==> src/csc_pkg.sv <==
// ----------------------------------------------------------------------------
// csc_pkg
// Shared constants, codes and types of the colour sensor classifier.
// ----------------------------------------------------------------------------
package csc_pkg;

    localparam int CSC_COUNT_BITS = 16;

    // Fixed field widths
    localparam int MS_W     = 16;
    localparam int WEIGHT_W = 8;
    localparam int SCALE_W  = 8;   // width of the full-scale constant
    localparam int PCT_W    = 7;   // width of the percent divisor

    localparam logic [SCALE_W-1:0] SCALE_FULL = 8'd255;
    localparam logic [PCT_W-1:0]   PCT_DIV    = 7'd100;

    // Register reset values
    localparam logic [MS_W-1:0]     GATE_RESET   = 16'd500;
    localparam logic [WEIGHT_W-1:0] WEIGHT_RESET = 8'd85;

    // Register indexes (paddr[2])
    localparam logic REG_GATE   = 1'b0;
    localparam logic REG_WEIGHT = 1'b1;

    // Commands
    localparam logic [1:0] MODE_SAMPLE = 2'd0;
    localparam logic [1:0] MODE_CAL    = 2'd1;
    localparam logic [1:0] MODE_MEAS   = 2'd2;

    // Run phases
    localparam logic [1:0] PH_IDLE  = 2'd0;
    localparam logic [1:0] PH_RED   = 2'd1;
    localparam logic [1:0] PH_BLUE  = 2'd2;
    localparam logic [1:0] PH_GREEN = 2'd3;

    // Filter select codes
    localparam logic [1:0] SEL_RED   = 2'd0;
    localparam logic [1:0] SEL_BLUE  = 2'd1;
    localparam logic [1:0] SEL_CLEAR = 2'd2;
    localparam logic [1:0] SEL_GREEN = 2'd3;

    // Colour codes
    localparam logic [1:0] COLOR_RED   = 2'd0;
    localparam logic [1:0] COLOR_GREEN = 2'd1;
    localparam logic [1:0] COLOR_BLUE  = 2'd2;

    // Measurement slots
    localparam logic [1:0] SLOT_RED   = 2'd0;
    localparam logic [1:0] SLOT_BLUE  = 2'd1;
    localparam logic [1:0] SLOT_GREEN = 2'd2;

    typedef struct packed {
        logic       done;
        logic [1:0] color;
    } csc_score_res_t;

    typedef struct packed {
        logic [1:0] color;
        logic       status;
        logic       done_res;
        logic       busy_res;
        logic       sensor_on;
        logic [1:0] channel_select;
    } csc_result_t;

    function automatic logic [1:0] sel_of_phase(input logic [1:0] ph);
        logic [1:0] sel;
        unique case (ph)
            PH_RED:   sel = SEL_RED;
            PH_BLUE:  sel = SEL_BLUE;
            PH_GREEN: sel = SEL_GREEN;
            default:  sel = SEL_RED;
        endcase
        return sel;
    endfunction

endpackage

==> src/csc_serial_div.sv <==
// ----------------------------------------------------------------------------
// csc_serial_div
// Restoring divider, one quotient bit per cycle.
// ----------------------------------------------------------------------------
module csc_serial_div
    import csc_pkg::*;
#(
    parameter int NUM_W = 32,
    parameter int DEN_W = 23
) (
    input  logic             aclk,
    input  logic             aresetn,
    input  logic             start,
    input  logic [NUM_W-1:0] num,
    input  logic [DEN_W-1:0] den,
    output logic             done,
    output logic [NUM_W-1:0] quo
);

    localparam int CNT_W = $clog2(NUM_W + 1);

    logic [NUM_W-1:0] q_reg;
    logic [DEN_W-1:0] rem_reg;
    logic [DEN_W-1:0] den_reg;
    logic [CNT_W-1:0] cnt_reg;
    logic             done_reg;

    logic [DEN_W:0]   trial;
    logic [DEN_W:0]   diff;
    logic             fits;

    assign trial = {rem_reg, q_reg[NUM_W-1]};
    assign diff  = trial - {1'b0, den_reg};
    assign fits  = trial >= {1'b0, den_reg};

    always_ff @(posedge aclk) begin
        if (!aresetn) begin
            cnt_reg  <= '0;
            done_reg <= 1'b0;
        end else if (start) begin
            cnt_reg  <= CNT_W'(NUM_W);
            done_reg <= 1'b0;
        end else begin
            done_reg <= (cnt_reg == CNT_W'(1));
            if (cnt_reg != '0) begin
                cnt_reg <= cnt_reg - CNT_W'(1);
            end
        end
    end

    always_ff @(posedge aclk) begin
        if (start) begin
            q_reg   <= num;
            rem_reg <= '0;
            den_reg <= den;
        end else if (cnt_reg != '0) begin
            // shift in the next dividend bit, keep the partial remainder below den
            rem_reg <= fits ? diff[DEN_W-1:0] : trial[DEN_W-1:0];
            q_reg   <= {q_reg[NUM_W-2:0], fits};
        end
    end

    assign done = done_reg;
    assign quo  = q_reg;

endmodule

==> src/csc_scorer.sv <==
// ----------------------------------------------------------------------------
// csc_scorer
// White-balanced scores of the three channels and pick of the largest.
// ----------------------------------------------------------------------------
module csc_scorer
    import csc_pkg::*;
#(
    parameter int COUNT_BITS = CSC_COUNT_BITS
) (
    input  logic                  aclk,
    input  logic                  aresetn,
    input  logic                  start,
    input  logic [COUNT_BITS-1:0] meas [0:2],
    input  logic [COUNT_BITS-1:0] refc [0:2],
    input  logic [WEIGHT_W-1:0]   weight,
    output csc_score_res_t        res
);

    localparam int M_W   = COUNT_BITS + SCALE_W;
    localparam int NUM_W = M_W + WEIGHT_W;
    localparam int DEN_W = COUNT_BITS + PCT_W;

    localparam logic [1:0] SC_IDLE = 2'd0;
    localparam logic [1:0] SC_LOAD = 2'd1;
    localparam logic [1:0] SC_DIV  = 2'd2;
    localparam logic [1:0] SC_PICK = 2'd3;

    logic [1:0]       st_reg, st_next;
    logic [1:0]       ch_reg, ch_next;
    logic [NUM_W-1:0] q_reg [0:2];

    logic [M_W-1:0]      m255;
    logic [WEIGHT_W-1:0] w_sel;
    logic [NUM_W-1:0]    num;
    logic [DEN_W-1:0]    den;
    logic                div_start;
    logic                div_done;
    logic [NUM_W-1:0]    div_quo;

    // red carries the percent weight over a hundredfold reference
    assign m255  = M_W'(meas[ch_reg]) * M_W'(SCALE_FULL);
    assign w_sel = (ch_reg == SLOT_RED) ? weight : WEIGHT_W'(1);
    assign num   = NUM_W'(m255) * NUM_W'(w_sel);
    assign den   = (ch_reg == SLOT_RED) ? DEN_W'(refc[ch_reg]) * DEN_W'(PCT_DIV)
                                        : DEN_W'(refc[ch_reg]);
    assign div_start = (st_reg == SC_LOAD);

    csc_serial_div #(
        .NUM_W (NUM_W),
        .DEN_W (DEN_W)
    ) u_div (
        .aclk    (aclk),
        .aresetn (aresetn),
        .start   (div_start),
        .num     (num),
        .den     (den),
        .done    (div_done),
        .quo     (div_quo)
    );

    always_comb begin
        st_next = st_reg;
        ch_next = ch_reg;
        unique case (st_reg)
            SC_IDLE: begin
                if (start) begin
                    st_next = SC_LOAD;
                    ch_next = SLOT_RED;
                end
            end
            SC_LOAD: st_next = SC_DIV;
            SC_DIV: begin
                if (div_done) begin
                    if (ch_reg == SLOT_GREEN) begin
                        st_next = SC_PICK;
                    end else begin
                        st_next = SC_LOAD;
                        ch_next = ch_reg + 2'd1;
                    end
                end
            end
            SC_PICK: st_next = SC_IDLE;
            default: st_next = SC_IDLE;
        endcase
    end

    always_ff @(posedge aclk) begin
        if (!aresetn) begin
            st_reg <= SC_IDLE;
            ch_reg <= SLOT_RED;
        end else begin
            st_reg <= st_next;
            ch_reg <= ch_next;
        end
    end

    always_ff @(posedge aclk) begin
        if (st_reg == SC_DIV && div_done) begin
            q_reg[ch_reg] <= div_quo;
        end
    end

    // ties go to red, then green
    always_comb begin
        res.done = (st_reg == SC_PICK);
        if (q_reg[SLOT_RED] >= q_reg[SLOT_GREEN] && q_reg[SLOT_RED] >= q_reg[SLOT_BLUE]) begin
            res.color = COLOR_RED;
        end else if (q_reg[SLOT_GREEN] >= q_reg[SLOT_BLUE]) begin
            res.color = COLOR_GREEN;
        end else begin
            res.color = COLOR_BLUE;
        end
    end

endmodule

==> src/color_sensor_classifier_unit.sv <==
// ----------------------------------------------------------------------------
// color_sensor_classifier_unit
// Colour sensor sequencer with white balance and dominant colour pick.
// ----------------------------------------------------------------------------
// Each input beat is one sample period (command, sensor edge, millisecond
// tick) and produces exactly one result beat. A calibration or measure command
// starts a run that selects the red, blue and green filters in turn, counting
// sensor edges (saturating at all ones of COUNT_BITS bits) for gate_ms ticks
// per channel. A calibration run keeps the counts as white references; a
// measure run scores each channel against its reference and reports the
// largest, ties going to red, then green. An ordinary sample's result is
// registered and ready in the next cycle; the input accepts again as soon as
// the output register is empty or being emptied. The result of the sample
// that ends a measure run appears once the bit-serial divider has worked out
// the three scores one quotient bit per cycle. gate_ms (address 0) and
// red_weight_pct (address 4) are written over the APB port; the user must write
// them only while no run or result is pending; the block does not enforce it.
// ----------------------------------------------------------------------------
module color_sensor_classifier_unit
    import csc_pkg::*;
#(
    parameter int COUNT_BITS = CSC_COUNT_BITS
) (
    input  logic        aclk,
    input  logic        aresetn,
    // input stream
    input  logic        s_tvalid,
    output logic        s_tready,
    input  logic [7:0]  s_tdata,   // [1:0] mode, [2] rise, [3] ms_tick, [7:4] zero
    // result stream
    output logic        m_tvalid,
    input  logic        m_tready,
    output logic [7:0]  m_tdata,   // [1:0] channel_select, [2] sensor_on, [3] busy_res,
                                   // [4] done_res, [5] status, [7:6] color
    // configuration
    input  logic        psel,
    input  logic        penable,
    input  logic        pwrite,
    input  logic [2:0]  paddr,
    input  logic [31:0] pwdata,
    output logic [31:0] prdata,
    output logic        pready
);

    localparam logic ST_IDLE  = 1'b0;
    localparam logic ST_SCORE = 1'b1;

    // Configuration registers
    logic [MS_W-1:0]     gate_reg;
    logic [WEIGHT_W-1:0] weight_reg;
    logic                cfg_wr;
    logic                cfg_idx;

    // Run state
    logic [1:0]            phase_reg, phase_next;
    logic                  run_cal_reg, run_cal_next;
    logic [COUNT_BITS-1:0] edge_cnt_reg, edge_cnt_next, edge_inc;
    logic [MS_W-1:0]       ms_cnt_reg, ms_cnt_next;
    logic [COUNT_BITS-1:0] meas_reg [0:2];
    logic [COUNT_BITS-1:0] ref_reg  [0:2];
    logic                  calibrated_reg, calibrated_next;
    logic [1:0]            last_color_reg;

    logic       st_reg;
    logic       m_valid_reg;
    csc_result_t out_reg;
    csc_result_t item_res;

    logic       s_fire;
    logic [1:0] mode;
    logic       rise;
    logic       ms_tick;
    logic [MS_W:0] ms_inc;
    logic       gate_hit;
    logic       meas_wr;
    logic [1:0] meas_slot;
    logic       ref_wr;
    logic       score_start;
    csc_score_res_t score_res;

    // ------------------------------------------------------------------
    // APB: always ready, write on the access cycle
    // ------------------------------------------------------------------
    assign pready  = 1'b1;
    assign cfg_idx = paddr[2];
    assign cfg_wr  = psel & penable & pwrite;

    always_ff @(posedge aclk) begin
        if (!aresetn) begin
            gate_reg   <= GATE_RESET;
            weight_reg <= WEIGHT_RESET;
        end else if (cfg_wr) begin
            if (cfg_idx == REG_GATE) begin
                gate_reg <= pwdata[MS_W-1:0];
            end else begin
                weight_reg <= pwdata[WEIGHT_W-1:0];
            end
        end
    end

    always_comb begin
        unique case (cfg_idx)
            REG_GATE:   prdata = {{(32-MS_W){1'b0}}, gate_reg};
            REG_WEIGHT: prdata = {{(32-WEIGHT_W){1'b0}}, weight_reg};
            default:    prdata = '0;
        endcase
    end

    // ------------------------------------------------------------------
    // Input beat decode
    // ------------------------------------------------------------------
    assign s_tready = (st_reg == ST_IDLE) && (!m_valid_reg || m_tready);
    assign s_fire   = s_tvalid && s_tready;
    assign mode     = s_tdata[1:0];
    assign rise     = s_tdata[2];
    assign ms_tick  = s_tdata[3];

    // saturate the edge count, close the gate on the last tick
    assign edge_inc = (rise && !(&edge_cnt_reg)) ? edge_cnt_reg + COUNT_BITS'(1)
                                                  : edge_cnt_reg;
    assign ms_inc   = {1'b0, ms_cnt_reg} + (MS_W+1)'(1);
    assign gate_hit = ms_inc >= {1'b0, gate_reg};

    // ------------------------------------------------------------------
    // Per-sample sequencing
    // ------------------------------------------------------------------
    always_comb begin
        phase_next      = phase_reg;
        run_cal_next    = run_cal_reg;
        edge_cnt_next   = edge_cnt_reg;
        ms_cnt_next     = ms_cnt_reg;
        calibrated_next = calibrated_reg;
        meas_wr         = 1'b0;
        meas_slot       = phase_reg - 2'd1;
        ref_wr          = 1'b0;
        score_start     = 1'b0;
        item_res        = '0;
        item_res.color  = last_color_reg;

        if (phase_reg == PH_IDLE) begin
            if (mode == MODE_CAL || (mode == MODE_MEAS && calibrated_reg)) begin
                phase_next              = PH_RED;
                run_cal_next            = (mode == MODE_CAL);
                edge_cnt_next           = '0;
                ms_cnt_next             = '0;
                item_res.channel_select = sel_of_phase(PH_RED);
                item_res.sensor_on      = 1'b1;
                item_res.busy_res       = 1'b1;
            end else if (mode == MODE_MEAS) begin
                // refuse: no white balance yet
                item_res.sensor_on = 1'b1;
                item_res.done_res  = 1'b1;
                item_res.status    = 1'b1;
            end
        end else begin
            item_res.channel_select = sel_of_phase(phase_reg);
            item_res.sensor_on      = 1'b1;
            item_res.busy_res       = 1'b1;
            edge_cnt_next           = edge_inc;
            if (ms_tick) begin
                if (gate_hit) begin
                    meas_wr       = 1'b1;
                    edge_cnt_next = '0;
                    ms_cnt_next   = '0;
                    if (phase_reg == PH_GREEN) begin
                        phase_next        = PH_IDLE;
                        item_res.busy_res = 1'b0;
                        item_res.done_res = 1'b1;
                        if (run_cal_reg) begin
                            ref_wr          = 1'b1;
                            calibrated_next = 1'b1;
                        end else begin
                            score_start = 1'b1;
                        end
                    end else begin
                        phase_next = phase_reg + 2'd1;
                    end
                end else begin
                    ms_cnt_next = ms_inc[MS_W-1:0];
                end
            end
        end
    end

    always_ff @(posedge aclk) begin
        if (!aresetn) begin
            phase_reg      <= PH_IDLE;
            run_cal_reg    <= 1'b0;
            edge_cnt_reg   <= '0;
            ms_cnt_reg     <= '0;
            calibrated_reg <= 1'b0;
        end else if (s_fire) begin
            phase_reg      <= phase_next;
            run_cal_reg    <= run_cal_next;
            edge_cnt_reg   <= edge_cnt_next;
            ms_cnt_reg     <= ms_cnt_next;
            calibrated_reg <= calibrated_next;
        end
    end

    // Channel counts and white references; a zero reference is kept as one
    always_ff @(posedge aclk) begin
        if (s_fire && meas_wr) begin
            meas_reg[meas_slot] <= edge_inc;
        end
        if (s_fire && ref_wr) begin
            for (int i = 0; i < 3; i++) begin
                if (i == 2) begin
                    ref_reg[i] <= (edge_inc == '0) ? COUNT_BITS'(1) : edge_inc;
                end else begin
                    ref_reg[i] <= (meas_reg[i] == '0) ? COUNT_BITS'(1) : meas_reg[i];
                end
            end
        end
    end

    // ------------------------------------------------------------------
    // Scoring at the end of a measure run
    // ------------------------------------------------------------------
    csc_scorer #(
        .COUNT_BITS (COUNT_BITS)
    ) u_scorer (
        .aclk    (aclk),
        .aresetn (aresetn),
        .start   (s_fire && score_start),
        .meas    (meas_reg),
        .refc    (ref_reg),
        .weight  (weight_reg),
        .res     (score_res)
    );

    // ------------------------------------------------------------------
    // Control and output register: hold the result until its beat is taken
    // ------------------------------------------------------------------
    always_ff @(posedge aclk) begin
        if (!aresetn) begin
            st_reg         <= ST_IDLE;
            m_valid_reg    <= 1'b0;
            last_color_reg <= COLOR_RED;
        end else begin
            if (s_fire && score_start) begin
                st_reg      <= ST_SCORE;
                m_valid_reg <= 1'b0;
            end else if (s_fire) begin
                m_valid_reg <= 1'b1;
            end else if (score_res.done) begin
                st_reg         <= ST_IDLE;
                m_valid_reg    <= 1'b1;
                last_color_reg <= score_res.color;
            end else if (m_tready) begin
                m_valid_reg <= 1'b0;
            end
        end
    end

    always_ff @(posedge aclk) begin
        if (s_fire) begin
            out_reg <= item_res;
        end else if (score_res.done) begin
            out_reg.color <= score_res.color;
        end
    end

    assign m_tvalid = m_valid_reg;
    assign m_tdata  = out_reg;

    // ------------------------------------------------------------------
    // Assertions
    // ------------------------------------------------------------------
    a_score_only_when_waiting: assert property (
        @(posedge aclk) disable iff (!aresetn)
        score_res.done |-> st_reg == ST_SCORE
    ) else $error("score finished while not waiting for it");

    a_result_has_source: assert property (
        @(posedge aclk) disable iff (!aresetn)
        $rose(m_valid_reg) |-> $past(s_fire) || $past(score_res.done)
    ) else $error("result beat appeared without a sample or a score");

    a_measure_needs_balance: assert property (
        @(posedge aclk) disable iff (!aresetn)
        (phase_reg != PH_IDLE && !run_cal_reg) |-> calibrated_reg
    ) else $error("measure run active without white balance");

    a_scoring_between_runs: assert property (
        @(posedge aclk) disable iff (!aresetn)
        st_reg == ST_SCORE |-> phase_reg == PH_IDLE && !m_valid_reg
    ) else $error("scoring overlaps a run or a pending result");

endmodule
==> config.mk <==
export PLATFORM = sky130hd
export DESIGN_NAME = color_sensor_classifier_unit
export DESIGN_NICKNAME = d
export VERILOG_FILES = /design/src/csc_pkg.sv /design/src/csc_serial_div.sv /design/src/csc_scorer.sv /design/src/color_sensor_classifier_unit.sv
export SDC_FILE = /design/constraint.sdc
export NUM_CORES = 1
export LEC_CHECK = 0
export ABC_CLOCK_PERIOD_IN_PS = 11200
export BUFFER_PORTS_ARGS = -buffer_cell sky130_fd_sc_hd__buf_2
export CAP_MARGIN = 20
export CELL_PAD_IN_SITES_DETAIL_PLACEMENT = 0
export CELL_PAD_IN_SITES_GLOBAL_PLACEMENT = 1
export CORE_UTILIZATION = 46
export DETAILED_ROUTE_END_ITERATION = 10
export GPL_ROUTABILITY_DRIVEN = 0
export MAX_ROUTING_LAYER = met4
export PLACE_DENSITY_LB_ADDON = 0.1
export SYNTH_ARGS = -nofsm -noshare
export SYNTH_HDL_FRONTEND = slang
export SYNTH_HIERARCHICAL = 1
export SYNTH_SLANG_ARGS = --single-unit
==> constraint.sdc <==
create_clock -name aclk -period 11.2 [get_ports aclk]
set_input_delay 1.12 -clock aclk [delete_from_list [all_inputs] [get_ports aclk]]
set_output_delay 1.12 -clock aclk [all_outputs]
set_load 0.02 [all_outputs]
==> impl_metrics.tcl, run 1 <==
set metrics [dict create \
    status "completed" \
    synth_edf_count 255 \
    largest_reg_flops 96 \
    r2r_start "u_scorer/ch_reg[0]" \
    grt_antenna_before_repair 0 \
    relSlewSlack_pct 26.9 \
    num_vias 19900 \
    power_leakage_nw 14.1 \
    ys_async_sr_fraction_pct 0 \
    regToRegSetupSlack_ns 0.64 \
    overflow 0 \
    required_ns 11.51 \
    drc 0 \
    cts_sinks 353 \
    die_x_um 252 \
    final_antenna_net_count 0 \
    grt_pass1_vias 20100 \
    design.die.area_um2 63700 \
    initial_core_util_pct 46.7 \
    n_antenna_cell 0 \
    ys_seq_area_share_pct 33.3 \
    worstMarginPinSlew_ns 1.09 \
    finalMaxSlewViolations 0 \
    fmax_ghz 0.0947 \
    dpl.hpwl_um 51200 \
    cp-start-kind "flip-flop" \
    h-tree-depth 2 \
    synthToLayoutAreaGrowth_pct 8.75 \
    max-cap-violations 0 \
    synth_cell_type_count 85 \
    ir_drop_mv 0.100 \
    finish.utilization_pct 50.8 \
    r2r-end "u_scorer/u_div/quo[31]" \
    setup.worst_path.class "reg2reg" \
    drt_iter0_drc 1281 \
    firstDrtPassIters 5 \
    crit_arrival_ns 10.87 \
    finalSetupTns_ns 0 \
    layout.nets 3498 \
    synth_warnings 6 \
    synth_ff_type "edfxtp_1" \
    syn_area_per_cell_um2 9.90 \
    clock_skew_ns 0.0314 \
    cpMostUsedCell "fa_1" \
    hold_violations 0 \
    grt_util_all_layers_pct 21.2 \
    setup_viol 0 \
    routed_via_density 5.22 \
    cts.path.max_buffers 3 \
    cts_tree "done" \
    worstHoldEndpoint "gate_reg[1]" \
    power_per_cell_area_nw_per_um2 143 \
    finalWirelength_um 64800 \
    hold_start "gate_reg[1]" \
    layout_min_cycle_time_ns 10.56 \
    hold_slack_ns 0.469 \
    clk_pin_slew_worst_paths_ns 0.06 \
    coreArea_um2 61800 \
    crit_slowest_cell "fa_1" \
    post_cts_buffers 0 \
    synth.cell_area_um2 28900 \
    clock-root-buffer "clkbuf_16" \
    setup.worst_path.end_class "flip-flop" \
    whs_path_depth 2 \
    crit_family "adder cells" \
    worstRegToRegCells 34 \
    drive_above_1_share_pct 8.95 \
    grt_max_degree 50 \
    cp_max_fo 13 \
    syn_inst 2916 \
    synth.ff_latch_count 353 \
    port_buffers 53 \
    fin_crit_sh_pct 94.3 \
    critical_path_buf_inv_count 7 \
    hold_class "reg2reg" \
    nFillCells 5707 \
    num_io_pins 93 \
    grt_pass1_wl_um 105000 \
    die_h_um 252 \
    clk_latency_ns 0.57 \
    cts_made_buffers 40 \
    max_stage_delay_ns 0.64 \
    wl_per_cell_um 17.0 \
    rows 91 \
    rsz0062_at_grt "no" \
]
[through the flow]
stage	cell area (um^2)	cells	total power, mW	setup slack, ns
6_report	31400	3808	4.48	0.637
5_1_grt	31400	3808	4.77	0.0795
4_1_cts	31300	3808	4.53	0.314
3_3_place_gp	30000	3734	3.17	0.314
2_1_floorplan	28900	2931	2.86	0.832
3_5_place_dp	30000	3734	3.19	0.318
[layer usage]
layer / vias up / track usage, % / share of wire (%)
li1: 9879 / - / -
met1: 9582 / 28.2 / 47
met2: 351 / 34.8 / 47
met3: 76 / 2.22 / 3.1
met4: 0 / 5.32 / 2.2
met5: - / - / 0
[final cells by class]
cell class | instances | area [um^2] | area share (%)
clock inverters | 30 | 308 | 0.981
well taps | 837 | 1050 | 3.34
repair buffers | 89 | 536 | 1.71
inverters | 449 | 1690 | 5.37
flip-flops and latches | 353 | 9620 | 30.7
multi-input cells | 2006 | 17200 | 54.7
clock buffers | 44 | 1020 | 3.24
[power by group]
| part | internal [mW] | total, mW | switching, mW | leakage [nW] |
|---|---|---|---|---|
| clock | 0.759 | 1.31 | 0.547 | 0.639 |
| combinational | 0.607 | 1.44 | 0.834 | 10.2 |
| sequential | 1.62 | 1.73 | 0.113 | 3.27 |
[cell families (layout without fill, tap and decap cells)]
logic type / Yosys count / after routing / share of synthesized area [%]
adder cells (fa/ha/maj): 509 / 509 / 27.6
AO/OA/AOI/OAI: 494 / 494 / 11.7
flip-flops: 353 / 353 / 33.3
XOR/XNOR: 135 / 135 / 4.15
AND/OR/NAND/NOR: 767 / 767 / 12.3
buffers and inverters: 572 / 612 / 7.80
other: 2 / 17 / 0.0260
multiplexers: 84 / 84 / 3.11
[worst max-delay path by stage]
stage | start | to | slack [ns] | cells past startpoint
final | u_scorer/ch_reg[0] | u_scorer/u_div/quo[31] | 0.64 | 34
after global routing | u_scorer/ch_reg[0] | u_scorer/u_div/quo[31] | 0.08 | 34
after CTS | u_scorer/ch_reg[0] | u_scorer/u_div/quo[29] | 0.31 | 33
after detailed placement | u_scorer/ch_reg[0] | u_scorer/u_div/quo[29] | 0.32 | 33
after global placement | u_scorer/ch_reg[0] | u_scorer/u_div/quo[31] | 0.31 | 34
after floorplan | u_scorer/ch_reg[0] | u_scorer/u_div/quo[31] | 0.83 | 35
[tightest hold or removal path, delay by kind of cell (launching register included)]
family           cells  cell delay, ns
AO/OA/AOI/OAI        1            0.07
flip-flops           1            0.31
AND/OR/NAND/NOR      1            0.05
[cells in the mapped netlist (19+ instances only)]
| library cell | n | area, um^2 |
|---|---|---|
| o21ai_0 | 79 | 395 |
| mux2i_1 | 39 | 390 |
| buf_4 | 20 | 150 |
| nand2_1 | 229 | 860 |
| dfxtp_1 | 98 | 1960 |
| and3_1 | 24 | 150 |
| nor2_1 | 265 | 995 |
| nand4_1 | 38 | 238 |
| edfxtp_1 | 255 | 7660 |
| xor2_1 | 48 | 420 |
| xnor2_1 | 85 | 744 |
| clkbuf_1 | 93 | 349 |
| ha_1 | 295 | 3690 |
| nor3_1 | 28 | 140 |
| inv_1 | 449 | 1690 |
| nand3_1 | 49 | 245 |
| nand2b_1 | 31 | 194 |
| a21boi_0 | 20 | 150 |
| a21oi_1 | 149 | 746 |
| a211oi_1 | 19 | 143 |
| a21o_1 | 69 | 518 |
| mux2_2 | 43 | 484 |
| fa_1 | 214 | 4280 |
[cell usage in the layout (no fill, tap or decap), types with 11 or more instances in the layout]
master     instances
a211oi_1          19
a21boi_0          20
a21o_1            69
a21oi_1          145
a22o_1            16
a31oi_1           11
and2_1            18
and3_1            24
buf_2             53
buf_4             36
clkbuf_16         40
conb_1            17
dfxtp_1           97
edfxtp_1         255
fa_1             214
ha_1             295
inv_1            449
mux2_2            43
mux2i_1           39
nand2_1          229
nand2b_1          31
nand3_1           49
nand4_1           38
nor2_1           263
nor2b_1           13
nor3_1            27
nor4_1            12
o211ai_1          16
o21a_1            11
o21ai_0           79
o21ai_1           15
or2_2             11
xnor2_1           83
xor2_1            46
[repair_timing]
action | 4_1_cts | 5_1_grt
resized for setup | 0 | 13
hold buffers | 0 | 0
endpoints found under the setup margin | 0 | 8
No activity file was read; power rests on OpenSTA's default activity.
==> run 2, diff against run 1 <==
Settings changed: CAP_MARGIN 20 to not set, CORE_ASPECT_RATIO set to 1.2, HOLD_SLACK_MARGIN set to 0.1.
==> run 2 against run 1 <==
Against the previous run:
- fmax fell by 0.13%
- worst setup slack got worse by 0.014 ns
- cell count fell by 0.39%
- critical endpoint unchanged
- sequential cell count did not move
- wire length fell by 1.0%
- non-clock buffer count rose by 8
- first-iteration DRC count fell by 29%
- die area barely moved
- register-to-register slack barely moved
- utilization fell by 0.25 points
- sequential power barely moved
- global-route usage rose by 0.13 points
- critical path type unchanged
==> impl_metrics.tcl, run 2 (synthesized netlist as in run 1, its figures left out) <==
set metrics [dict create \
    multi_input_area_um2 17100 \
    setup_viol 0 \
    port_buffers 53 \
    num_io_pins 93 \
    required_ns 11.50 \
    finalWirelength_um 64100 \
    drc 0 \
    relSlewSlack_pct 29.2 \
    register_area_um2 9620 \
    drive_above_1_share_pct 8.94 \
    regToRegSetupSlack_ns 0.62 \
    final_common_cell "inv_1" \
    hold_class "reg2reg" \
    fin_crit_sh_pct 94.4 \
    rsz0062_at_grt "no" \
    cts_made_buffers 39 \
    h-tree-depth 2 \
    cts_tree "done" \
    finish.utilization_pct 50.5 \
    setup.worst_path.class "reg2reg" \
    setup.worst_path.end_class "flip-flop" \
    largest_reg_flops 96 \
    wl_per_cell_um 16.9 \
    synthToLayoutAreaGrowth_pct 8.63 \
    cts.path.max_buffers 3 \
    coreArea_um2 62100 \
    grt_antenna_before_repair 0 \
    crit_arrival_ns 10.88 \
    nFillCells 5810 \
    routed_via_density 5.23 \
    worst_slack_ns 0.623 \
    grt_pass1_wl_um 107000 \
    n_antenna_cell 0 \
    drt_iter0_drc 915 \
    max_stage_delay_ns 0.64 \
    overflow 0 \
    final_antenna_net_count 0 \
    layout_min_cycle_time_ns 10.58 \
    clock-root-buffer "clkbuf_16" \
    clk_pin_slew_worst_paths_ns 0.06 \
    clk_latency_ns 0.58 \
    cpMostUsedCell "fa_1" \
    pre_cts_ws_ns 0.353 \
    hold_slack_ns 0.464 \
    fmax_ghz 0.0945 \
    layout.nets 3505 \
    clock_skew_ns 0.0347 \
    num_vias 19800 \
    worstMarginPinSlew_ns 1.06 \
    design.die.area_um2 63700 \
    rows 100 \
    crit_slowest_cell "fa_1" \
    status "completed" \
    die_h_um 276 \
    power_per_cell_area_nw_per_um2 143 \
    power_leakage_nw 14.1 \
    die_x_um 231 \
    finalSetupTns_ns 0 \
    final_cell_mix "449 x inv_1, 295 x ha_1, 263 x nor2_1, 255 x edfxtp_1, 229 x nand2_1" \
    initial_core_util_pct 46.5 \
    firstDrtPassIters 5 \
    cts_sinks 353 \
    dpl.hpwl_um 51100 \
    whs_path_depth 2 \
    max-cap-violations 0 \
    hold_violations 0 \
    cp_max_fo 19 \
    grt_pass1_vias 20700 \
    ir_drop_mv 0.0991 \
    finalMaxSlewViolations 0 \
    grt_max_degree 50 \
    grt_util_all_layers_pct 21.4 \
    cp-start-kind "flip-flop" \
    worstRegToRegCells 34 \
]
==> run 2: cell types whose count changed in the layout (fill, tap and decap cells not counted), sizes merged <==
cell	delta
inv	+3
buf	+8
clkinvlp	-1
bufinv	-1
clkinv	-9
clkbuf	+6
==> run 2: path summary, 6_finish.rpt <==
path                            endpoint          startpoint
setup / recovery  u_scorer/u_div/quo[31]  u_scorer/ch_reg[0]
hold / removal               gate_reg[9]         gate_reg[9]
setup reg to reg  u_scorer/u_div/quo[31]  u_scorer/ch_reg[0]
hold reg to reg              gate_reg[9]         gate_reg[9]
==> run 2: power breakdown <==
| group | switching (mW) | internal (mW) |
|---|---|---|
| clock | 0.563 | 0.751 |
| sequential | 0.113 | 1.62 |
| combinational | 0.827 | 0.607 |
==> run 2: critical path: cells and delay by family, from the launching register on <==
family / cells / cell delay (ns)
multiplexers: 2 / 0.48
buffers and inverters: 7 / 1.03
AND/OR/NAND/NOR: 2 / 0.17
flip-flops: 1 / 0.56
XOR/XNOR: 2 / 0.23
AO/OA/AOI/OAI: 11 / 2.80
adder cells (fa/ha/maj): 10 / 4.99
==> run 2: final cells by class <==
class	instances	share of cell area (%)
Inverter	449	5.38
Tap cell	816	3.26
Clock buffer	50	3.34
Multi-Input combinational cell	2006	54.6
Sequential cell	353	30.7
Timing Repair Buffer	97	1.90
Clock inverter	22	0.866
==> run 2: metrics by stage <==
step                area, um^2  power [mW]  instances
floorplan                28900        2.86       2931
global placement         30000        3.17       3721
detailed placement       30000        3.19       3721
CTS                      31300        4.53       3793
global route             31300        4.78       3793
finish                   31300        4.48       3793
==> run 2: per-layer routing <==
| layer | track usage [%] | wire, um |
|---|---|---|
| met1 | 26.1 | 28200 |
| met2 | 37.6 | 32900 |
| met3 | 2.16 | 1730 |
| met4 | 5.09 | 1300 |
| met5 | - | 0 |
==> run 2: repair_timing <==
action                                  in CTS  in global routing
endpoints found under the setup margin       0                  5
setup buffers                                0                  0
resized for setup                            0                  4
hold buffers                                 0                  0
